===== config.mk =====
export PLATFORM = sky130hd
export DESIGN_NAME = h264_rtp_fu_a_packetizer_flat
export DESIGN_NICKNAME = d
export VERILOG_FILES = /design/src/rtl/core/h264fu_pkg.sv /design/src/rtl/core/h264fu_if.sv /design/src/rtl/core/h264_rtp_fu_a_packetizer.sv /design/src/rtl/core/h264fu_front.sv /design/src/rtl/core/h264fu_queue.sv /design/src/rtl/core/h264fu_back.sv /design/src/flat_wrapper.sv
export SDC_FILE = /design/constraint.sdc
export NUM_CORES = 1
export LEC_CHECK = 0
export BUFFER_PORTS_ARGS = -buffer_cell sky130_fd_sc_hd__buf_2
export CORE_ASPECT_RATIO = 1.1
export CORE_MARGIN = 1
export CORE_UTILIZATION = 39
export CTS_CLUSTER_SIZE = 8
export DETAILED_ROUTE_END_ITERATION = 10
export SYNTH_ARGS = -nofsm -noshare
export SYNTH_HDL_FRONTEND = slang
export SYNTH_SLANG_ARGS = --single-unit

===== constraint.sdc =====
create_clock -name clk_i -period 5.35 [get_ports clk_i]
set_clock_uncertainty 0.05 [all_clocks]
set_input_delay 0.8025 -clock clk_i [delete_from_list [all_inputs] [get_ports clk_i]]
set_output_delay 0.8025 -clock clk_i [all_outputs]
set_load 0.1 [all_outputs]

===== src/rtl/core/h264fu_pkg.sv =====
// Shared constants, codes and types of the H.264 RTP FU-A packetizer.
package h264fu_pkg;

  localparam int unsigned DGM_W      = 14;
  localparam int unsigned SEQ_W      = 16;
  localparam int unsigned SIZE_W     = 16;
  localparam int unsigned TS_W       = 32;
  localparam int unsigned CFG_IDX_W  = 1;
  localparam int unsigned CFG_DATA_W = 16;
  localparam int unsigned Q_DEPTH    = 2;
  localparam int unsigned Q_PTR_W    = 1;
  localparam int unsigned Q_CNT_W    = 2;

  localparam logic [DGM_W-1:0] RTP_HDR_LEN = 14'd12;
  localparam logic [DGM_W-1:0] FU_OVERHEAD = 14'd14;  // RTP header plus FU indicator/header
  localparam logic [DGM_W-1:0] DGM_MIN     = 14'd1100;
  localparam logic [DGM_W-1:0] DGM_MAX     = 14'd9000;
  localparam logic [DGM_W-1:0] DGM_RESET   = 14'd1400;

  localparam logic [7:0] FU_A_TYPE  = 8'd28;
  localparam logic [7:0] NRI_F_MASK = 8'd224;
  localparam logic [7:0] TYPE_MASK  = 8'd31;

  localparam logic [1:0] HB_SINGLE = 2'd0;
  localparam logic [1:0] HB_FU_A   = 2'd2;

  localparam logic [CFG_IDX_W-1:0] CFG_MAX_DGM   = 1'd0;
  localparam logic [CFG_IDX_W-1:0] CFG_SEQ_START = 1'd1;

  typedef struct packed {
    logic                  valid;
    logic [CFG_IDX_W-1:0]  index;
    logic [CFG_DATA_W-1:0] data;
  } cfg_wr_t;

  // One classified NAL unit, ready for the packet sequencer.
  typedef struct packed {
    logic [7:0]        hdr;
    logic [TS_W-1:0]   ts;
    logic              lof;
    logic              single;
    logic [SIZE_W-1:0] left;   // bytes still to send
    logic [DGM_W-1:0]  plen;   // FU-A slice length
  } desc_t;

endpackage


===== src/rtl/core/h264fu_if.sv =====
// Channel interfaces: NAL descriptor input, packet descriptor output, config writes.
interface h264fu_nal_if;
  logic        valid;
  logic        ready;
  logic [7:0]  nal_header;
  logic [15:0] nal_size;
  logic [31:0] timestamp;
  logic        last_of_frame;
  modport source(output valid, nal_header, nal_size, timestamp, last_of_frame, input ready);
  modport sink(input valid, nal_header, nal_size, timestamp, last_of_frame, output ready);
endinterface

interface h264fu_pkt_if;
  logic        valid;
  logic        ready;
  logic [15:0] seq_num;
  logic        marker;
  logic [31:0] time_stamp;
  logic [1:0]  header_bytes;
  logic [7:0]  fu_indicator;
  logic [7:0]  fu_header;
  logic [15:0] payload_offset;
  logic [13:0] payload_len;
  logic [13:0] packet_len;
  logic        last_packet;
  modport source(output valid, seq_num, marker, time_stamp, header_bytes, fu_indicator,
                 fu_header, payload_offset, payload_len, packet_len, last_packet,
                 input ready);
  modport sink(input valid, seq_num, marker, time_stamp, header_bytes, fu_indicator,
               fu_header, payload_offset, payload_len, packet_len, last_packet,
               output ready);
endinterface

interface h264fu_cfg_if;
  logic        valid;
  logic        ready;
  logic [0:0]  index;
  logic [15:0] data;
  modport source(output valid, index, data, input ready);
  modport sink(input valid, index, data, output ready);
endinterface


===== src/rtl/core/h264_rtp_fu_a_packetizer.sv =====
// Top level of the H.264 RTP packetizer (single-NAL and FU-A fragmentation).
// Path: a NAL unit passes through the queue, then the sequencer load, and its
// first packet descriptor then leaves through the output register.
// Throughput: one packet per cycle while the output is not stalled; the sequencer
// loads a NAL, issues its packets (up to 61), and only then takes the next NAL.
// Reset: queue and sequencer empty, sequence counter 0, datagram length 1400.
module h264_rtp_fu_a_packetizer (
  input  logic          clk_i,
  input  logic          rst_ni,
  h264fu_nal_if.sink    nal_i,
  h264fu_cfg_if.sink    cfg_i,
  h264fu_pkt_if.source  pkt_o
);

  h264fu_pkg::cfg_wr_t  cfg_wr;
  h264fu_pkg::desc_t    front_desc, queue_desc;
  logic                 front_valid, front_ready;
  logic                 queue_valid, queue_ready;

  // Take config writes in any cycle; issue them only while the block is idle (not enforced here).
  assign cfg_i.ready  = 1'b1;
  assign cfg_wr.valid = cfg_i.valid;
  assign cfg_wr.index = cfg_i.index;
  assign cfg_wr.data  = cfg_i.data;

  // Front end: saturate the datagram length and decide single-NAL versus FU-A.
  h264fu_front u_front (
    .clk_i        (clk_i),
    .rst_ni       (rst_ni),
    .nal_i        (nal_i),
    .cfg_i        (cfg_wr),
    .desc_valid_o (front_valid),
    .desc_ready_i (front_ready),
    .desc_o       (front_desc)
  );

  // Hold up to two classified NAL units so input and output stall independently.
  h264fu_queue u_queue (
    .clk_i        (clk_i),
    .rst_ni       (rst_ni),
    .push_valid_i (front_valid),
    .push_ready_o (front_ready),
    .push_data_i  (front_desc),
    .pop_valid_o  (queue_valid),
    .pop_ready_i  (queue_ready),
    .pop_data_o   (queue_desc)
  );

  // Back end: slice the NAL, advance the sequence counter per packet.
  h264fu_back u_back (
    .clk_i        (clk_i),
    .rst_ni       (rst_ni),
    .cfg_i        (cfg_wr),
    .desc_valid_i (queue_valid),
    .desc_ready_o (queue_ready),
    .desc_i       (queue_desc),
    .pkt_o        (pkt_o)
  );

  // Marker only ever sits on the final packet of a NAL unit.
  assert property (@(posedge clk_i) disable iff (!rst_ni)
    pkt_o.valid |-> (!pkt_o.marker || pkt_o.last_packet))
    else $error("marker on a packet that is not the last of its NAL");

  // Single-NAL packets carry no FU bytes and start at offset zero.
  assert property (@(posedge clk_i) disable iff (!rst_ni)
    (pkt_o.valid && (pkt_o.header_bytes == h264fu_pkg::HB_SINGLE)) |->
      (pkt_o.fu_indicator == 8'd0 && pkt_o.fu_header == 8'd0 &&
       pkt_o.payload_offset == 16'd0))
    else $error("single-NAL packet with FU fields set");

  // FU-A start bit matches the first slice, which begins at NAL byte 1.
  assert property (@(posedge clk_i) disable iff (!rst_ni)
    (pkt_o.valid && (pkt_o.header_bytes == h264fu_pkg::HB_FU_A)) |->
      (pkt_o.fu_header[7] == (pkt_o.payload_offset == 16'd1)))
    else $error("FU-A start bit out of step with payload offset");

  // Packets never exceed the largest legal datagram.
  assert property (@(posedge clk_i) disable iff (!rst_ni)
    pkt_o.valid |-> (pkt_o.packet_len <= h264fu_pkg::DGM_MAX))
    else $error("packet longer than the datagram limit");

endmodule


===== src/rtl/core/h264fu_front.sv =====
// Front end: accepts NAL descriptors and classifies them as single-NAL or FU-A.
module h264fu_front (
  input  logic                 clk_i,
  input  logic                 rst_ni,
  h264fu_nal_if.sink           nal_i,
  input  h264fu_pkg::cfg_wr_t  cfg_i,
  output logic                 desc_valid_o,
  input  logic                 desc_ready_i,
  output h264fu_pkg::desc_t    desc_o
);

  logic [h264fu_pkg::DGM_W-1:0]  dgm_q, dgm_d;
  logic [h264fu_pkg::DGM_W-1:0]  dgm_sat;
  logic [h264fu_pkg::SIZE_W:0]   need;
  logic                          single;

  always_comb begin
    dgm_d = dgm_q;
    if (cfg_i.valid && (cfg_i.index == h264fu_pkg::CFG_MAX_DGM)) begin
      dgm_d = cfg_i.data[h264fu_pkg::DGM_W-1:0];
    end
  end

  always_ff @(posedge clk_i or negedge rst_ni) begin
    if (!rst_ni) begin
      dgm_q <= h264fu_pkg::DGM_RESET;
    end else begin
      dgm_q <= dgm_d;
    end
  end

  always_comb begin
    if (dgm_q < h264fu_pkg::DGM_MIN) begin
      dgm_sat = h264fu_pkg::DGM_MIN;
    end else if (dgm_q > h264fu_pkg::DGM_MAX) begin
      dgm_sat = h264fu_pkg::DGM_MAX;
    end else begin
      dgm_sat = dgm_q;
    end
  end

  assign need   = {1'b0, nal_i.nal_size} + 17'(h264fu_pkg::RTP_HDR_LEN);
  assign single = need <= 17'(dgm_sat);

  always_comb begin
    desc_o.hdr    = nal_i.nal_header;
    desc_o.ts     = nal_i.timestamp;
    desc_o.lof    = nal_i.last_of_frame;
    desc_o.single = single;
    // Header octet travels in the FU bytes, so FU-A payload starts at byte 1.
    desc_o.left   = single ? nal_i.nal_size : (nal_i.nal_size - 16'd1);
    desc_o.plen   = dgm_sat - h264fu_pkg::FU_OVERHEAD;
  end

  assign desc_valid_o = nal_i.valid;
  assign nal_i.ready  = desc_ready_i;

endmodule


===== src/rtl/core/h264fu_queue.sv =====
// Two-entry descriptor queue between front end and packet sequencer.
module h264fu_queue (
  input  logic               clk_i,
  input  logic               rst_ni,
  input  logic               push_valid_i,
  output logic               push_ready_o,
  input  h264fu_pkg::desc_t  push_data_i,
  output logic               pop_valid_o,
  input  logic               pop_ready_i,
  output h264fu_pkg::desc_t  pop_data_o
);

  h264fu_pkg::desc_t                 mem_q [h264fu_pkg::Q_DEPTH];
  logic [h264fu_pkg::Q_PTR_W-1:0]    wr_ptr_q, rd_ptr_q;
  logic [h264fu_pkg::Q_CNT_W-1:0]    count_q;
  logic                              push, pop;

  assign push_ready_o = count_q != h264fu_pkg::Q_CNT_W'(h264fu_pkg::Q_DEPTH);
  assign pop_valid_o  = count_q != '0;
  assign pop_data_o   = mem_q[rd_ptr_q];
  assign push         = push_valid_i && push_ready_o;
  assign pop          = pop_valid_o && pop_ready_i;

  always_ff @(posedge clk_i) begin
    if (push) begin
      mem_q[wr_ptr_q] <= push_data_i;
    end
  end

  always_ff @(posedge clk_i or negedge rst_ni) begin
    if (!rst_ni) begin
      wr_ptr_q <= '0;
      rd_ptr_q <= '0;
      count_q  <= '0;
    end else begin
      if (push) begin
        wr_ptr_q <= wr_ptr_q + 1'b1;
      end
      if (pop) begin
        rd_ptr_q <= rd_ptr_q + 1'b1;
      end
      if (push && !pop) begin
        count_q <= count_q + 1'b1;
      end else if (pop && !push) begin
        count_q <= count_q - 1'b1;
      end
    end
  end

endmodule


===== src/rtl/core/h264fu_back.sv =====
// Back end: walks one NAL descriptor and issues its packet descriptors.
module h264fu_back (
  input  logic                 clk_i,
  input  logic                 rst_ni,
  input  h264fu_pkg::cfg_wr_t  cfg_i,
  input  logic                 desc_valid_i,
  output logic                 desc_ready_o,
  input  h264fu_pkg::desc_t    desc_i,
  h264fu_pkt_if.source         pkt_o
);

  h264fu_pkg::desc_t                work_q;
  logic                             busy_q;
  logic                             first_q;
  logic [h264fu_pkg::SIZE_W-1:0]    left_q;
  logic [h264fu_pkg::SIZE_W-1:0]    off_q;
  logic [h264fu_pkg::SEQ_W-1:0]     seq_q;

  logic                             out_valid_q;
  logic [h264fu_pkg::SEQ_W-1:0]     o_seq_q;
  logic                             o_marker_q;
  logic [h264fu_pkg::TS_W-1:0]      o_ts_q;
  logic [1:0]                       o_hb_q;
  logic [7:0]                       o_ind_q, o_fh_q;
  logic [h264fu_pkg::SIZE_W-1:0]    o_off_q;
  logic [h264fu_pkg::DGM_W-1:0]     o_plen_q, o_pktlen_q;
  logic                             o_last_q;

  logic                             emit, load, gt, last;
  logic [h264fu_pkg::DGM_W-1:0]     len;
  logic [1:0]                       hb;

  assign load         = !busy_q && desc_valid_i;
  assign desc_ready_o = !busy_q;
  assign emit         = busy_q && (!out_valid_q || pkt_o.ready);

  always_comb begin
    gt = left_q > 16'(work_q.plen);
    if (work_q.single) begin
      len  = left_q[h264fu_pkg::DGM_W-1:0];
      last = 1'b1;
      hb   = h264fu_pkg::HB_SINGLE;
    end else begin
      len  = gt ? work_q.plen : left_q[h264fu_pkg::DGM_W-1:0];
      last = !gt;
      hb   = h264fu_pkg::HB_FU_A;
    end
  end

  always_ff @(posedge clk_i or negedge rst_ni) begin
    if (!rst_ni) begin
      busy_q      <= 1'b0;
      out_valid_q <= 1'b0;
      seq_q       <= '0;
    end else begin
      if (load) begin
        busy_q <= 1'b1;
      end else if (emit && last) begin
        busy_q <= 1'b0;
      end
      if (emit) begin
        out_valid_q <= 1'b1;
      end else if (pkt_o.ready) begin
        out_valid_q <= 1'b0;
      end
      if (cfg_i.valid && (cfg_i.index == h264fu_pkg::CFG_SEQ_START)) begin
        seq_q <= cfg_i.data;
      end else if (emit) begin
        seq_q <= seq_q + 1'b1;
      end
    end
  end

  always_ff @(posedge clk_i) begin
    if (load) begin
      work_q  <= desc_i;
      left_q  <= desc_i.left;
      off_q   <= 16'd1;
      first_q <= 1'b1;
    end else if (emit) begin
      left_q  <= left_q - 16'(len);
      off_q   <= off_q + 16'(len);
      first_q <= 1'b0;
    end
    if (emit) begin
      o_seq_q    <= seq_q;
      o_marker_q <= last & work_q.lof;
      o_ts_q     <= work_q.ts;
      o_hb_q     <= hb;
      o_ind_q    <= work_q.single ? 8'd0
                    : ((work_q.hdr & h264fu_pkg::NRI_F_MASK) | h264fu_pkg::FU_A_TYPE);
      o_fh_q     <= work_q.single ? 8'd0
                    : ((work_q.hdr & h264fu_pkg::TYPE_MASK) | {first_q, last, 6'd0});
      o_off_q    <= work_q.single ? 16'd0 : off_q;
      o_plen_q   <= len;
      o_pktlen_q <= h264fu_pkg::RTP_HDR_LEN + 14'(hb) + len;
      o_last_q   <= last;
    end
  end

  assign pkt_o.valid          = out_valid_q;
  assign pkt_o.seq_num        = o_seq_q;
  assign pkt_o.marker         = o_marker_q;
  assign pkt_o.time_stamp     = o_ts_q;
  assign pkt_o.header_bytes   = o_hb_q;
  assign pkt_o.fu_indicator   = o_ind_q;
  assign pkt_o.fu_header      = o_fh_q;
  assign pkt_o.payload_offset = o_off_q;
  assign pkt_o.payload_len    = o_plen_q;
  assign pkt_o.packet_len     = o_pktlen_q;
  assign pkt_o.last_packet    = o_last_q;

endmodule

===== src/flat_wrapper.sv =====
// flat-port wrapper written by rule: the top's interface ports become plain ports
module h264_rtp_fu_a_packetizer_flat 
  (clk_i, rst_ni, nal_i_valid, nal_i_nal_header, nal_i_nal_size, nal_i_timestamp, nal_i_last_of_frame, nal_i_ready, cfg_i_valid, cfg_i_index, cfg_i_data, cfg_i_ready, pkt_o_valid, pkt_o_seq_num, pkt_o_marker, pkt_o_time_stamp, pkt_o_header_bytes, pkt_o_fu_indicator, pkt_o_fu_header, pkt_o_payload_offset, pkt_o_payload_len, pkt_o_packet_len, pkt_o_last_packet, pkt_o_ready);
  h264fu_nal_if nal_i_i ();
  h264fu_cfg_if cfg_i_i ();
  h264fu_pkt_if pkt_o_i ();
  input  logic clk_i;
  input  logic rst_ni;
  input wire logic [$bits(nal_i_i.valid)-1:0] nal_i_valid;
  input wire logic [$bits(nal_i_i.nal_header)-1:0] nal_i_nal_header;
  input wire logic [$bits(nal_i_i.nal_size)-1:0] nal_i_nal_size;
  input wire logic [$bits(nal_i_i.timestamp)-1:0] nal_i_timestamp;
  input wire logic [$bits(nal_i_i.last_of_frame)-1:0] nal_i_last_of_frame;
  output wire logic [$bits(nal_i_i.ready)-1:0] nal_i_ready;
  input wire logic [$bits(cfg_i_i.valid)-1:0] cfg_i_valid;
  input wire logic [$bits(cfg_i_i.index)-1:0] cfg_i_index;
  input wire logic [$bits(cfg_i_i.data)-1:0] cfg_i_data;
  output wire logic [$bits(cfg_i_i.ready)-1:0] cfg_i_ready;
  output wire logic [$bits(pkt_o_i.valid)-1:0] pkt_o_valid;
  output wire logic [$bits(pkt_o_i.seq_num)-1:0] pkt_o_seq_num;
  output wire logic [$bits(pkt_o_i.marker)-1:0] pkt_o_marker;
  output wire logic [$bits(pkt_o_i.time_stamp)-1:0] pkt_o_time_stamp;
  output wire logic [$bits(pkt_o_i.header_bytes)-1:0] pkt_o_header_bytes;
  output wire logic [$bits(pkt_o_i.fu_indicator)-1:0] pkt_o_fu_indicator;
  output wire logic [$bits(pkt_o_i.fu_header)-1:0] pkt_o_fu_header;
  output wire logic [$bits(pkt_o_i.payload_offset)-1:0] pkt_o_payload_offset;
  output wire logic [$bits(pkt_o_i.payload_len)-1:0] pkt_o_payload_len;
  output wire logic [$bits(pkt_o_i.packet_len)-1:0] pkt_o_packet_len;
  output wire logic [$bits(pkt_o_i.last_packet)-1:0] pkt_o_last_packet;
  input wire logic [$bits(pkt_o_i.ready)-1:0] pkt_o_ready;
  assign nal_i_i.valid = nal_i_valid;
  assign nal_i_i.nal_header = nal_i_nal_header;
  assign nal_i_i.nal_size = nal_i_nal_size;
  assign nal_i_i.timestamp = nal_i_timestamp;
  assign nal_i_i.last_of_frame = nal_i_last_of_frame;
  assign nal_i_ready = nal_i_i.ready;
  assign cfg_i_i.valid = cfg_i_valid;
  assign cfg_i_i.index = cfg_i_index;
  assign cfg_i_i.data = cfg_i_data;
  assign cfg_i_ready = cfg_i_i.ready;
  assign pkt_o_valid = pkt_o_i.valid;
  assign pkt_o_seq_num = pkt_o_i.seq_num;
  assign pkt_o_marker = pkt_o_i.marker;
  assign pkt_o_time_stamp = pkt_o_i.time_stamp;
  assign pkt_o_header_bytes = pkt_o_i.header_bytes;
  assign pkt_o_fu_indicator = pkt_o_i.fu_indicator;
  assign pkt_o_fu_header = pkt_o_i.fu_header;
  assign pkt_o_payload_offset = pkt_o_i.payload_offset;
  assign pkt_o_payload_len = pkt_o_i.payload_len;
  assign pkt_o_packet_len = pkt_o_i.packet_len;
  assign pkt_o_last_packet = pkt_o_i.last_packet;
  assign pkt_o_i.ready = pkt_o_ready;
  h264_rtp_fu_a_packetizer u_core (.clk_i(clk_i), .rst_ni(rst_ni), .nal_i(nal_i_i), .cfg_i(cfg_i_i), .pkt_o(pkt_o_i));
endmodule

* After elaboration in Yosys (flattened, before gate mapping)
Memories as Yosys holds them, arrays and structs flattened. Cells that the tools add are included.
Operators by class: add/sub/neg operators 12, multiply operators 0, divide/modulo/power cells 0, $lt $le $gt $ge 4, eq/ne operators 1, shift operators 0, mux-type cells 20, bitwise logic cells 3, reduce and logical (&&, ||, !) cells 20
Operator list (number):
- $mux W16 | 5
- $mux W14 | 4
- $add A16 B4 Y17 const B | 1
- $le A17 B14 Y1 | 1
- $add A16 B1 Y16 const B | 1
- $add A16 B14 Y16 | 1
- $gt A16 B14 Y1 | 1
- $sub A16 B1 Y16 const B | 1
- $sub A16 B14 Y16 | 1
- $add A5 B14 Y14 | 1
- $gt A14 B14 Y1 const B | 1
- $lt A14 B11 Y1 const B | 1
- $sub A14 B4 Y14 const B | 1
- $reduce_bool A2 Y1 | 6
- $logic_and A1 B1 Y1 | 8
- $or A5 B8 Y8 | 1
- $mux W1 | 7
- $mux W2 | 3
- $add A4 B2 Y5 const A | 1
- $logic_not A1 Y1 | 5
- $mux W5 | 1
- $add A1 B1 Y1 const B | 2
- $add A2 B1 Y2 const B | 1
- $ne A2 B2 Y1 const B | 1
- other kinds (4) | 4
Storage, ports and cells: flip-flop bits (word level) 237, bits in latches 0, RAM bits 144, ROM bits 0, input bits 79, output and inout port bits 115, logic and storage cells 87, memories 1
Memory list:
- u_core.u_queue.mem_q | depth 2, bits a word 72, read ports 1, clocked after Yosys merged registers in 0, wr ports 1, RTL line h264fu_queue.sv:13 | h264fu_pkg::desc_t mem_q [h264fu_pkg::Q_DEPTH];

* Logic depth before layout (Yosys ltp)
depth after elaboration 6, depth in mapped cells 22

* By module
From an unflattened synthesis, not the netlist that was laid out.
Unflattened totals: cell total of the unflattened synthesis 1273, area, all modules 17495.5 um^2
By module, submodules not included:
- h264fu_back | instances 1, cells an instance 749, area each 9536.6 um^2, seq. area each 6075.8 um^2
- h264fu_queue | instances 1, cells an instance 242, area each 5739.3 um^2, seq. area each 4424.2 um^2
- h264fu_front | instances 1, cells an instance 280, area each 2208.4 um^2, seq. area each 357.8 um^2
- h264_rtp_fu_a_packetizer | instances 1, cells an instance 2, area each 11.3 um^2, seq. area each 0.0 um^2

* Worst setup path before layout
OpenSTA, ideal clock, no wires.
kind reg-to-reg, start point register u_core.u_queue.count_q[0] in the netlist's numbering, end point memory u_core.u_queue.mem_q[0][0] in the netlist's numbering, enable pin, library setup time 503 ps, data arrival time 4522 ps, required time 4797 ps, setup slack 275 ps, cell stages (with the launch flop) 4, path buffers 0, clock period less this slack 5075 ps, path through dfrtp_1 -> nand2b_1 -> nand2_1 -> nor2_1
Between the ends: word-level cells in the longest chain between the ends 4
RTL lines:
- from (decl) | RTL line h264fu_queue.sv:15 | logic [h264fu_pkg::Q_CNT_W-1:0] count_q;
- from (signal assigned) | RTL line h264fu_queue.sv:43 | count_q <= count_q + 1'b1;
- from (signal assigned) | RTL line h264fu_queue.sv:45 | count_q <= count_q - 1'b1;
- $ne A2 B2 Y1 | RTL line h264fu_queue.sv:18 | assign push_ready_o = count_q != h264fu_pkg::Q_CNT_W'(h264fu_pkg::Q_DEPTH);
- net nal_i_ready | RTL line flat_wrapper.sv:14 | output wire logic [$bits(nal_i_i.ready)-1:0] nal_i_ready;
- $logic_and A1 B1 Y1 | RTL line h264fu_queue.sv:21 | assign push = push_valid_i && push_ready_o;
- $mux W1 | RTL line h264fu_queue.sv:25 | if (push) begin
- $mux W1 (implied by the code) | RTL line h264fu_queue.sv:26 | mem_q[wr_ptr_q] <= push_data_i;
- to (decl) | RTL line h264fu_queue.sv:13
The timed path passes the listed nets, and every way through them passes these cells.

* Worst setup path in the final report
start point register u_core.u_back.work_q[8] in the netlist's numbering, end point register u_core.u_back.left_q[15] in the netlist's numbering (data pin)
Between the ends: word-level cells in the longest chain between the ends 6
RTL lines:
- from (decl) | RTL line h264fu_back.sv:12 | h264fu_pkg::desc_t work_q;
- from (signal assigned) | RTL line h264fu_back.sv:76 | work_q <= desc_i;
- $gt A16 B14 Y1 | RTL line h264fu_back.sv:38 | gt = left_q > 16'(work_q.plen);
- $mux W14 | RTL line h264fu_back.sv:44 | len = gt ? work_q.plen : left_q[h264fu_pkg::DGM_W-1:0];
- $mux W14 | RTL line h264fu_back.sv:39 | if (work_q.single) begin
- net u_core.u_back.len, one bit | RTL line h264fu_back.sv:30 | logic [h264fu_pkg::DGM_W-1:0] len;
- $sub A16 B14 Y16 | RTL line h264fu_back.sv:81 | left_q <= left_q - 16'(len);
- $mux W16 | RTL line h264fu_back.sv:80 | end else if (emit) begin
- $mux W16 | RTL line h264fu_back.sv:75 | if (load) begin
- to (signal assigned) | RTL line h264fu_back.sv:77 | left_q <= desc_i.left;
- to (signal assigned) | RTL line h264fu_back.sv:81
- to (decl) | RTL line h264fu_back.sv:15 | logic [h264fu_pkg::SIZE_W-1:0] left_q;
The timed path passes the listed nets, and every way through them passes these cells. The select of a mux whose other input is x is not followed. A chain may end at the register's enable or synchronous reset.

==> metrics <==
status completed; Die Ht 219.4 um; I/O pin cnt between 150 and 200; Adder-Cell Fraction of Synth Area 0.04756; hold buffers post-CTS 0; post-route ant nets 0; post-synthesis mux area share 0.05548; Area Overhead vs Synth 18.62%; DPL Wire Length 24220 um; fin cells 2062; max-slew violations 0; post-synthesis xor/xnor area fraction 0.04547; Least-Margin Pin Slew 1261 ps; RSZ-0062 raised after global routing no; vias in the first global route 10340; critical path type reg2reg; Synth Register Bits 373; Synth area leader edfxtp_1; Post-Syn Area 16760 um2; post-synthesis async set-or-reset flop share 0.09651; required time of the critical path between 5000 and 6000 ps; compound-gate portion of the synthesized area 0.08512; Core Footprint 42310 um2; drt drc 0; Clock Sinks 373; wirelength, routed 35570 um; first-pass GRT wire length 55370 um; post-route setup slack about 460 ps; top cells by area, synth edfxtp_1 (57%), mux2_2 (4.8%), dfrtp_1 (4.5%), ha_1 (4.3%), xnor2_1 (2.8%); count leader, synth edfxtp_1; CTS tree built; CP Max Fanout 14; die width 199.6 um; initial antenna violation count 12; Cells after DPL slightly below 2000; clock root buffer master clkbuf_16; Layout fillers 3842; largest net degree at the start of global routing 65; Syn Inst Count 1231; Port Buf Inserts about 190; number of synthesized flops with an enable pin 320; Layout Nets 1587; Worst Setup End Kind flop; Fin Setup TNS 0 ps; Final min period ~4900 ps; Synth Flop Type edfxtp_1; Seq/Total Area, Yosys 0.6480; Starting Density 0.3961; clk slew on worst S/H paths about 50 ps; Worst Path Arrival 5140 ps; Total Routing Usage GR 0.1648; Min Hold Slack around 290 ps; die area 43800 um2; CTS Buf Count 52; routed vias roughly 10000; ratio of cells with drive above 1 in the final layout 0.2482; Syn Area/Cell 13.61 um2; RePlAce Congestion 0.8798; Final Hold Violating Endpoints 0; Placement Setup Slack 326.1 ps; synth unique cells between 80 and 90; main combinational cell family by area after synthesis simple AND/OR/NAND/NOR gates; worst-skew pair later-pin latency 590 ps; H-tree depth 2; CP startpoint kind flop; global route overflow 0; MaxCap Viol Count 0; synth warn 0; fmax 204.3 MHz; Vias per Instance about 5; period utilization 0.9148; most common library cells after synthesis edfxtp_1 (320), nand2_1 (101), mux2_2 (71); row cnt 79; top-area cell type share of the netlist area 0.5734; Clock Path Buffers 3; HP Class in2async; WL/cell 17.25 um; DR pass1 iterations 4; Setup violations, final 0; normalized max-slew margin 0.1577; initial DRC count 432; Synth Area in Simple Gates 0.09162
[placed cells by master (no fill, tap or decap), types with 11 or more instances in the layout]
cell type  instances
and3_1            11
ha_1              58
nor3_1            15
nor2b_1           36
nand2_1          101
buf_4             20
xnor2_1           54
nor2_1            55
buf_2            188
inv_1             52
a21o_1            20
clkbuf_1          42
edfxtp_1         320
a21oi_1           53
xor2_1            33
dfxtp_1           17
nand3_1           15
nand2b_1          13
clkbuf_16         52
mux2_2            71
mux2i_1           13
o21ai_0           62
dfrtp_1           29
[through the flow]
step                  util  cell area, um2
finish              0.4699           19880
global route        0.4696           19870
CTS                 0.4690           19840
detailed placement  0.4334           18340
global placement    0.4334           18340
floorplan                -           16770
[cell type report]
class / instances / area (um2) / share of cell area
Tap cell: 567 / 709.4 / 0.03569
Clock buffer: 94 / 1459 / 0.07339
Multi-Input combinational cell: 757 / 5485 / 0.2759
Inverter: 56 / 214.0 / 0.01076
Timing Repair Buffer: 208 / 1091 / 0.05489
Clock inverter: 3 / 47.55 / 0.002392
Antenna cell: 4 / 10.01 / 0.0005036
Sequential cell: 373 / 10860 / 0.5464
[routing by layer]
layer | up-vias | part of all wire | wire [um] | global-route usage
met5 | - | 0.0026 | 92 | 0
met4 | 16 | 0.029 | 1036 | 0.06768
met3 | 90 | 0.052 | 1837 | 0.03965
met2 | 220 | 0.47 | 16880 | 0.2689
met1 | 4827 | 0.44 | 15720 | 0.2090
li1 | 4978 | - | - | -
[sequential cells by signal, summed over array words and instances (netlist names), 2 cells and up]
| register | flops |
|---|---|
| u_core.u_back.left_q | 16 |
| u_core.u_back.off_q | 16 |
| u_core.u_back.pkt_o.fu_header | 7 |
| u_core.u_back.pkt_o.fu_indicator | 4 |
| u_core.u_back.pkt_o.packet_len | 13 |
| u_core.u_back.pkt_o.payload_len | 14 |
| u_core.u_back.pkt_o.payload_offset | 16 |
| u_core.u_back.pkt_o.seq_num | 16 |
| u_core.u_back.pkt_o.time_stamp | 32 |
| u_core.u_back.seq_q | 16 |
| u_core.u_back.work_q | 56 |
| u_core.u_front.dgm_q | 14 |
| u_core.u_queue.count_q | 2 |
| u_core.u_queue.mem_q | 144 |
[worst paths after layout]
path                                          startpoint                                 end  slack, ps  cells past startpoint
max in group asynchronous                         rst_ni             u_core.u_queue.rd_ptr_q       4320                      1
worst min-delay path                              rst_ni              u_core.u_back.seq_q[8]        290                      1
worst min register to register  u_core.u_back.work_q[44]  u_core.u_back.pkt_o.time_stamp[12]        350                      0
worst max register to register   u_core.u_back.work_q[8]            u_core.u_back.left_q[15]        460                     20
min in group clk_i                   nal_i_timestamp[27]         u_core.u_queue.mem_q[1][59]        350                      1
worst max-delay path             u_core.u_back.work_q[8]            u_core.u_back.left_q[15]        460                     20
[timing repair]
action | in CTS | in global routing
endpoints found under the setup margin | 0 | 7
setup buffers | 0 | 3
gates resized for setup | 0 | 1
[worst max-delay path, stage by stage, from the launching register on]
cell,delay [ps]
edfxtp_1,490
inv_1,200
ha_1,270
nand4_1,150
o21ai_0,210
a2111oi_4,570
a21oi_4,150
inv_2,230
nand2_1,80
o21ai_1,190
inv_1,160
ha_1,360
inv_1,90
nor3_1,130
o211ai_1,150
o211ai_1,170
a21oi_1,150
or3_1,340
a31oi_1,200
xor2_1,180
a21oi_1,80
[cell families after synthesis]
| group | Yosys count |
|---|---|
| buf+inv | 104 |
| simple gates | 303 |
| compound gates | 215 |
| fa+ha+maj | 63 |
| xor+xnor | 87 |
| flops | 373 |
| mux | 84 |
| other cells | 2 |
Power is left out: the tool's default activity adds up to more than one toggle a clock period on the data nets, which glitch-free logic cannot reach.
